File: config.mk
export PLATFORM = sky130hd
export DESIGN_NAME = four_channel_volume_fade
export DESIGN_NICKNAME = d
export VERILOG_FILES = /design/src/fcvf_pkg.sv /design/src/four_channel_volume_fade.sv /design/src/fcvf_mul.sv /design/src/fcvf_div.sv
export SDC_FILE = /design/constraint.sdc
export NUM_CORES = 1
export LEC_CHECK = 0
export ABC_AREA = 1
export BUFFER_PORTS_ARGS = -buffer_cell sky130_fd_sc_hd__buf_4
export CORE_MARGIN = 2
export CORE_UTILIZATION = 45
export DETAILED_ROUTE_END_ITERATION = 7
export PLACE_DENSITY_LB_ADDON = 0.08
export SLEW_MARGIN = 40
export SYNTH_ARGS = -nofsm -noshare
export SYNTH_HDL_FRONTEND = slang
export SYNTH_HIERARCHICAL = 1
export SYNTH_SLANG_ARGS = --single-unit
File: constraint.sdc
create_clock -name clk_i -period 9.2 [get_ports clk_i]
set_input_delay 0.92 -clock clk_i [delete_from_list [all_inputs] [get_ports clk_i]]
set_output_delay 0.92 -clock clk_i [all_outputs]
set_load 0.02 [all_outputs]
File: src/fcvf_pkg.sv
package fcvf_pkg;

  localparam int LevelW    = 32;
  localparam int CountW    = 13;
  localparam int MagW      = 12;
  localparam int NumCh     = 4;
  localparam int ChW       = 2;
  localparam int OutW      = 8;
  localparam int OutLsb    = 12;
  localparam int FramesW   = 16;
  localparam int CfgIdxW   = 2;
  localparam int FadeLimit = 4095;

  // func field codes
  localparam logic FuncStart = 1'b0;
  localparam logic FuncTick  = 1'b1;

  typedef logic [LevelW-1:0] level_t;
  typedef logic [MagW-1:0]   mag_t;

  // clamp a signed frame count to the fade range
  function automatic logic [CountW-1:0] sat_frames(input logic signed [FramesW-1:0] f);
    logic signed [FramesW-1:0] hi;
    logic signed [FramesW-1:0] lo;
    hi = FramesW'(FadeLimit);
    lo = -FramesW'(FadeLimit);
    if (f > hi) begin
      sat_frames = CountW'(FadeLimit);
    end else if (f < lo) begin
      sat_frames = -CountW'(FadeLimit);
    end else begin
      sat_frames = f[CountW-1:0];
    end
  endfunction

endpackage

File: src/four_channel_volume_fade.sv
// channel  | handshake                   | payload
// ---------+-----------------------------+-------------------------------------
// input    | in_valid_i / in_stall_o     | func_i, frames_i
// output   | out_valid_o / out_stall_i   | out_ll_o, out_lr_o, out_rr_o, out_rl_o
// config   | cfg_we_i                    | cfg_idx_i, cfg_data_i
//
// a start transaction gives no result
// a tick with a nonzero count passes each of the four levels in turn through the
// bit-serial multiplier and the shared restoring divider; a tick with a zero count
// goes straight to the done step
// reset clears the count, the levels and the full levels
// the input is stalled while a tick is at work; a waiting result is held in the
// output register, and a new transaction is taken while it waits
module four_channel_volume_fade import fcvf_pkg::*; (
  input  logic                      clk_i,
  input  logic                      rst_ni,
  input  logic                      in_valid_i,
  output logic                      in_stall_o,
  input  logic                      func_i,
  input  logic signed [FramesW-1:0] frames_i,
  output logic                      out_valid_o,
  input  logic                      out_stall_i,
  output logic [OutW-1:0]           out_ll_o,
  output logic [OutW-1:0]           out_lr_o,
  output logic [OutW-1:0]           out_rr_o,
  output logic [OutW-1:0]           out_rl_o,
  input  logic                      cfg_we_i,
  input  logic [CfgIdxW-1:0]        cfg_idx_i,
  input  level_t                    cfg_data_i
);

  typedef enum logic [1:0] {
    StIdle,
    StMul,
    StDiv,
    StDone
  } state_e;

  state_e            state_q;
  logic [CountW-1:0] count_q;
  logic [ChW-1:0]    ch_q;
  level_t            level_q [NumCh];
  level_t            full_q  [NumCh];
  logic              mul_start_q;
  logic              out_valid_q;
  logic [OutW-1:0]   out_q   [NumCh];

  logic              in_acc;
  logic              out_free;
  logic              fade_out;
  logic [CountW-1:0] count_neg;
  mag_t              mag;
  level_t            mcand;
  level_t            prod;
  level_t            quot;
  logic              mul_done;
  logic              div_done;
  logic              last_ch;

  assign in_acc    = in_valid_i && !in_stall_o;
  assign out_free  = !out_valid_q || !out_stall_i;
  assign fade_out  = !count_q[CountW-1];
  assign count_neg = -count_q;
  assign mag       = fade_out ? count_q[MagW-1:0] : count_neg[MagW-1:0];
  assign mcand     = fade_out ? level_q[ch_q] : full_q[ch_q] - level_q[ch_q];
  assign last_ch   = ch_q == ChW'(NumCh - 1);

  fcvf_mul u_mul (
    .clk_i    (clk_i),
    .rst_ni   (rst_ni),
    .start_i  (mul_start_q),
    .mcand_i  (mcand),
    .mplier_i (mag - 1'b1),
    .done_o   (mul_done),
    .prod_o   (prod)
  );

  fcvf_div u_div (
    .clk_i      (clk_i),
    .rst_ni     (rst_ni),
    .start_i    (mul_done),
    .dividend_i (prod),
    .divisor_i  (mag),
    .done_o     (div_done),
    .quot_o     (quot)
  );

  always_ff @(posedge clk_i or negedge rst_ni) begin
    if (!rst_ni) begin
      state_q     <= StIdle;
      count_q     <= '0;
      ch_q        <= '0;
      mul_start_q <= 1'b0;
      out_valid_q <= 1'b0;
      for (int i = 0; i < NumCh; i++) begin
        level_q[i] <= '0;
        full_q[i]  <= '0;
      end
    end else begin
      mul_start_q <= 1'b0;
      // a finished result goes out as soon as the output register is free
      if (state_q == StDone && out_free) begin
        out_valid_q <= 1'b1;
      end else if (!out_stall_i) begin
        out_valid_q <= 1'b0;
      end
      if (cfg_we_i) begin
        full_q[cfg_idx_i] <= cfg_data_i;
      end
      case (state_q)
        StIdle: begin
          if (in_acc) begin
            if (func_i == FuncStart) begin
              count_q <= sat_frames(frames_i);
            end else if (count_q == '0) begin
              state_q <= StDone;
            end else begin
              ch_q        <= '0;
              mul_start_q <= 1'b1;
              state_q     <= StMul;
            end
          end
        end
        StMul: begin
          if (mul_done) begin
            state_q <= StDiv;
          end
        end
        StDiv: begin
          if (div_done) begin
            level_q[ch_q] <= fade_out ? quot : full_q[ch_q] - quot;
            if (last_ch) begin
              count_q <= fade_out ? count_q - 1'b1 : count_q + 1'b1;
              state_q <= StDone;
            end else begin
              ch_q        <= ch_q + 1'b1;
              mul_start_q <= 1'b1;
              state_q     <= StMul;
            end
          end
        end
        StDone: begin
          if (out_free) begin
            state_q <= StIdle;
          end
        end
        default: begin
          state_q <= StIdle;
        end
      endcase
    end
  end

  always_ff @(posedge clk_i) begin
    if (state_q == StDone && out_free) begin
      for (int i = 0; i < NumCh; i++) begin
        out_q[i] <= level_q[i][OutLsb +: OutW];
      end
    end
  end

  assign in_stall_o  = state_q != StIdle;
  assign out_valid_o = out_valid_q;
  assign out_ll_o    = out_q[0];
  assign out_lr_o    = out_q[1];
  assign out_rr_o    = out_q[2];
  assign out_rl_o    = out_q[3];

  // multiplier and divider hand over, never finish together
  assert property (@(posedge clk_i) disable iff (!rst_ni) !(mul_done && div_done))
    else $error("multiplier and divider finished in the same cycle");

  // a quotient only arrives while waiting for it
  assert property (@(posedge clk_i) disable iff (!rst_ni) div_done |-> state_q == StDiv)
    else $error("divider finished outside the divide step");

  // the count is never zero while a level is being ramped
  assert property (@(posedge clk_i) disable iff (!rst_ni)
    (state_q == StMul || state_q == StDiv) |-> count_q != '0)
    else $error("ramp running with a zero count");

  // a new result only comes out of the done step
  assert property (@(posedge clk_i) disable iff (!rst_ni)
    $rose(out_valid_q) |-> $past(state_q == StDone))
    else $error("result raised outside the done step");

endmodule

File: src/fcvf_mul.sv
module fcvf_mul import fcvf_pkg::*; (
  input  logic   clk_i,
  input  logic   rst_ni,
  input  logic   start_i,
  input  level_t mcand_i,
  input  mag_t   mplier_i,
  output logic   done_o,
  output level_t prod_o
);

  localparam int MulCntW = $clog2(MagW);
  localparam logic [MulCntW-1:0] MulLast = MulCntW'(MagW - 1);

  logic               busy_q;
  logic               done_q;
  logic [MulCntW-1:0] cnt_q;
  level_t             acc_q;
  level_t             mcand_q;
  mag_t               mplier_q;

  always_ff @(posedge clk_i or negedge rst_ni) begin
    if (!rst_ni) begin
      busy_q <= 1'b0;
      done_q <= 1'b0;
      cnt_q  <= '0;
    end else begin
      done_q <= 1'b0;
      if (start_i) begin
        busy_q <= 1'b1;
        cnt_q  <= '0;
      end else if (busy_q) begin
        cnt_q <= cnt_q + 1'b1;
        if (cnt_q == MulLast) begin
          busy_q <= 1'b0;
          done_q <= 1'b1;
        end
      end
    end
  end

  // shift-add, one multiplier bit per cycle, product kept modulo 2^32
  always_ff @(posedge clk_i) begin
    if (start_i) begin
      acc_q    <= '0;
      mcand_q  <= mcand_i;
      mplier_q <= mplier_i;
    end else if (busy_q) begin
      if (mplier_q[0]) begin
        acc_q <= acc_q + mcand_q;
      end
      mcand_q  <= {mcand_q[LevelW-2:0], 1'b0};
      mplier_q <= {1'b0, mplier_q[MagW-1:1]};
    end
  end

  assign done_o = done_q;
  assign prod_o = acc_q;

endmodule

File: src/fcvf_div.sv
module fcvf_div import fcvf_pkg::*; (
  input  logic   clk_i,
  input  logic   rst_ni,
  input  logic   start_i,
  input  level_t dividend_i,
  input  mag_t   divisor_i,
  output logic   done_o,
  output level_t quot_o
);

  localparam int DivCntW = $clog2(LevelW);
  localparam logic [DivCntW-1:0] DivLast = DivCntW'(LevelW - 1);

  logic               busy_q;
  logic               done_q;
  logic [DivCntW-1:0] cnt_q;
  level_t             shift_q;
  mag_t               rem_q;
  mag_t               divisor_q;
  logic [MagW:0]      trial;
  logic               fits;

  always_ff @(posedge clk_i or negedge rst_ni) begin
    if (!rst_ni) begin
      busy_q <= 1'b0;
      done_q <= 1'b0;
      cnt_q  <= '0;
    end else begin
      done_q <= 1'b0;
      if (start_i) begin
        busy_q <= 1'b1;
        cnt_q  <= '0;
      end else if (busy_q) begin
        cnt_q <= cnt_q + 1'b1;
        if (cnt_q == DivLast) begin
          busy_q <= 1'b0;
          done_q <= 1'b1;
        end
      end
    end
  end

  // restoring divide: dividend bits shift out the top, quotient bits shift in
  assign trial = {rem_q, shift_q[LevelW-1]};
  assign fits  = trial >= {1'b0, divisor_q};

  always_ff @(posedge clk_i) begin
    if (start_i) begin
      shift_q   <= dividend_i;
      rem_q     <= '0;
      divisor_q <= divisor_i;
    end else if (busy_q) begin
      shift_q <= {shift_q[LevelW-2:0], fits};
      if (fits) begin
        rem_q <= MagW'(trial - {1'b0, divisor_q});
      end else begin
        rem_q <= trial[MagW-1:0];
      end
    end
  end

  assign done_o = done_q;
  assign quot_o = shift_q;

endmodule
==> results_dict.tcl <==
set metrics [dict create \
    initial_core_util_pct 45.4 \
    hpwl_um 62300 \
    synth_warnings 6 \
    pin_count 90 \
    grt_first_pass_wirelength_um 136000 \
    r2r-start "ch_q[0]" \
    synthCells 4056 \
    htreeDepth 2 \
    cts_resized 0 \
    grt_usage_pct 26.1 \
    path_cells "inv_4, buf_4, nand2_1, a32oi_1, inv_1, fa_1, inv_1, nand3_1, nand3_1, nand2_1, nand3_1, nor2_1, o21ai_1, nand3_1, o21ai_0" \
    cap_violations 0 \
    worst-path-stages 15 \
    slew_violations 0 \
    setup_viol 0 \
    start_kind "flop" \
    grt_max_degree 95 \
    finalWorstSetupSlack_ns 4.34 \
    synth_area_per_cell_um2 7.05 \
    tns_ns 0 \
    syn_area_mm2 0.0286 \
    r2r_setup_slack_ns 4.34 \
    critPathKind "reg -> reg" \
    core_mm2 0.0630 \
    fin_crit_sh_pct 52.8 \
    cts_hold_buf 0 \
    hold_viol_final 0 \
    synth_cell_types 55 \
    critical_path.slowest_cell "dfrtp_4" \
    rr_worst_depth 15 \
    drtIter0Drc 1907 \
    power_density_mw_per_mm2 156 \
    wl_per_cell_um 17.3 \
    fin_skew_ns 0.0207 \
    cts_buffers 51 \
    cp_top_family "buffers and inverters" \
    min_path_type "in -> async" \
    final_layout_size_suffix_gt1_share_pct 6.99 \
    synth_area_leaders "dfrtp_1, nand2_1, edfxtp_1, inv_1, o21ai_0" \
    crit_top_cell "nand3_1" \
    pre_cts_ws_ns 4.31 \
    area_growth_pct 10.7 \
    path_clk_slew_ns 0.06 \
    fin_nets 4269 \
    synth_top_cell_area_share_pct 25.2 \
    placedCellCount 4875 \
    ys.flop_type "dfrtp_1" \
    fp.dieW_um 256 \
    antennaDiodeCount 0 \
    fin_util_pct 50.3 \
    endpoint "level_q[44]" \
    synth-edff-count 120 \
    slew_headroom_pct 42.6 \
    ff_latch_area_mm2 0.0117 \
    wl_um 85900 \
    async_reset_ff_share_pct 63.7 \
    cp.arrival_ns 5.35 \
    cts_tree "done" \
    ys_ff_latch 452 \
    endpoint_kind "flop" \
    place_congestion 0.963 \
    drcViolationCount 0 \
    antenna_found_initial 0 \
    path_max_fanout 65 \
    insertion_delay_ns 0.60 \
    max-clock-path-buffers 3 \
    period_minus_slack_ns 4.86 \
    firstDrtPassIters 7 \
    vias_per_cell 5.19 \
    cp_num_buf_inv 4 \
    die-area_mm2 0.0656 \
    cts.sinks 452 \
    yosys.area.top_type "dfrtp_1" \
    crit_path_start "ch_q[0]" \
    status "finished, final reports clean" \
    tightest_slew_ns 0.861 \
    syn_nets 4243 \
    port_buffers 89 \
    rsz0062_at_grt "false" \
    grt_pass1_vias 24257 \
    p_leak_uw 0.0160 \
    cts-root-buf "clkbuf_16" \
    synth_most_common_cell "nand2_1" \
    max_stage_delay_ns 0.71 \
    r2r-end "level_q[44]" \
    clock.fmax_mhz 206 \
    drtAntennaViolNets 0 \
    yosys-top-cells-count "nand2_1, inv_1, o21ai_0" \
    vias 25762 \
    synth.yosys.seq_area_share_pct 40.9 \
    fillers 6549 \
    multi_input_area_mm2 0.0145 \
    cp.required_ns 9.69 \
    finalNonFillerCells 4966 \
    die_y_um 256 \
    fp-row-count 92 \
    vdd_ir_drop_max_uv 162 \
    whs_ns 0.210 \
    grt-ovfl-total 0 \
    cts_setup_buffers 0 \
]
layout by cell type, fill, tap and decap left out, types with 14 or more instances in the layout:
cell type,synthesis,layout
nor2_2,16,17
nand2_2,16,16
dfxtp_1,44,44
buf_4,4,108
nand3_1,281,277
inv_1,464,463
dfrtp_1,288,284
inv_2,17,15
o21bai_1,14,14
ha_1,126,126
nor3_1,20,20
nand3_2,10,14
xor2_1,42,42
clkbuf_16,0,53
nand2_1,1475,1474
o21ai_0,338,338
o22ai_1,30,30
xnor2_1,16,16
a21oi_1,144,143
a32o_1,24,24
nand4_1,33,33
nor2_1,310,309
edfxtp_1,120,120
clkbuf_1,82,14
state kept, by name (all words and copies together), names as in the netlist:
register / cells
ch_q: 2
count_q: 13
full_q: 128
level_q: 128
mul_start_q: 1
out_q: 32
out_valid_o: 1
state_q: 2
u_div/busy_q: 1
u_div/cnt_q: 5
u_div/divisor_q: 12
u_div/done_o: 1
u_div/quot_o: 32
u_div/rem_q: 12
u_mul/busy_q: 1
u_mul/cnt_q: 4
u_mul/done_o: 1
u_mul/mcand_q: 32
u_mul/mplier_q: 12
u_mul/prod_o: 32
cell type report:
class / count / area share [%]
clock buffers: 71 / 4.53
clock inverters: 20 / 0.751
inverters: 483 / 5.75
multi-input cells: 2979 / 45.8
flip-flops and latches: 452 / 36.9
well taps: 846 / 3.34
repair buffers: 115 / 2.87
per-layer routing:
layer / part of all wire [%] / up-vias / track usage (%) / wire, um
li1: - / 13059 / - / -
met5: 0 / - / 0 / 0
met4: 2.4 / 0 / 6.51 / 2030
met3: 5.5 / 112 / 3.28 / 4690
met2: 43 / 656 / 39.9 / 37200
met1: 49 / 11935 / 38.9 / 42000
power by group:
part | internal (uW) | total, uW | switching [uW]
clock | 1230 | 2070 | 842
combinational | 231 | 695 | 463
sequential | 2140 | 2190 | 47.9
total | 3600 | 4950 | 1350
kinds of logic (layout without fill, tap and decap cells):
kind of cell | after synthesis | in the layout | share of synthesized area [%]
buffers and inverters | 625 | 689 | 8.53
AO/OA/AOI/OAI | 585 | 585 | 11.3
adder cells (fa/ha/maj) | 131 | 131 | 5.86
AND/OR/NAND/NOR | 2205 | 2205 | 31.7
XOR/XNOR | 58 | 58 | 1.78
flip-flops | 452 | 452 | 40.9
worst min-delay path by stage:
stage	from	endpoint	slack, ns	cells past startpoint
after global placement	level_q[115]	out_q[0][7]	0.43	0
after floorplan	level_q[108]	out_q[0][0]	0.42	0
final	rst_ni	full_q[99]	0.21	1
after CTS	rst_ni	full_q[99]	0.21	1
after detailed placement	level_q[115]	out_q[0][7]	0.43	0
after global routing	rst_ni	full_q[99]	0.22	1
metrics by stage:
| step | power [uW] | area (um^2) |
|---|---|---|
| floorplan | 2680 | 28600 |
| global placement | 2900 | 29900 |
| detailed placement | 2910 | 30000 |
| CTS | 4990 | 31700 |
| global route | 5180 | 31700 |
| finish | 4950 | 31700 |
Power figures use the tool's default switching activity.
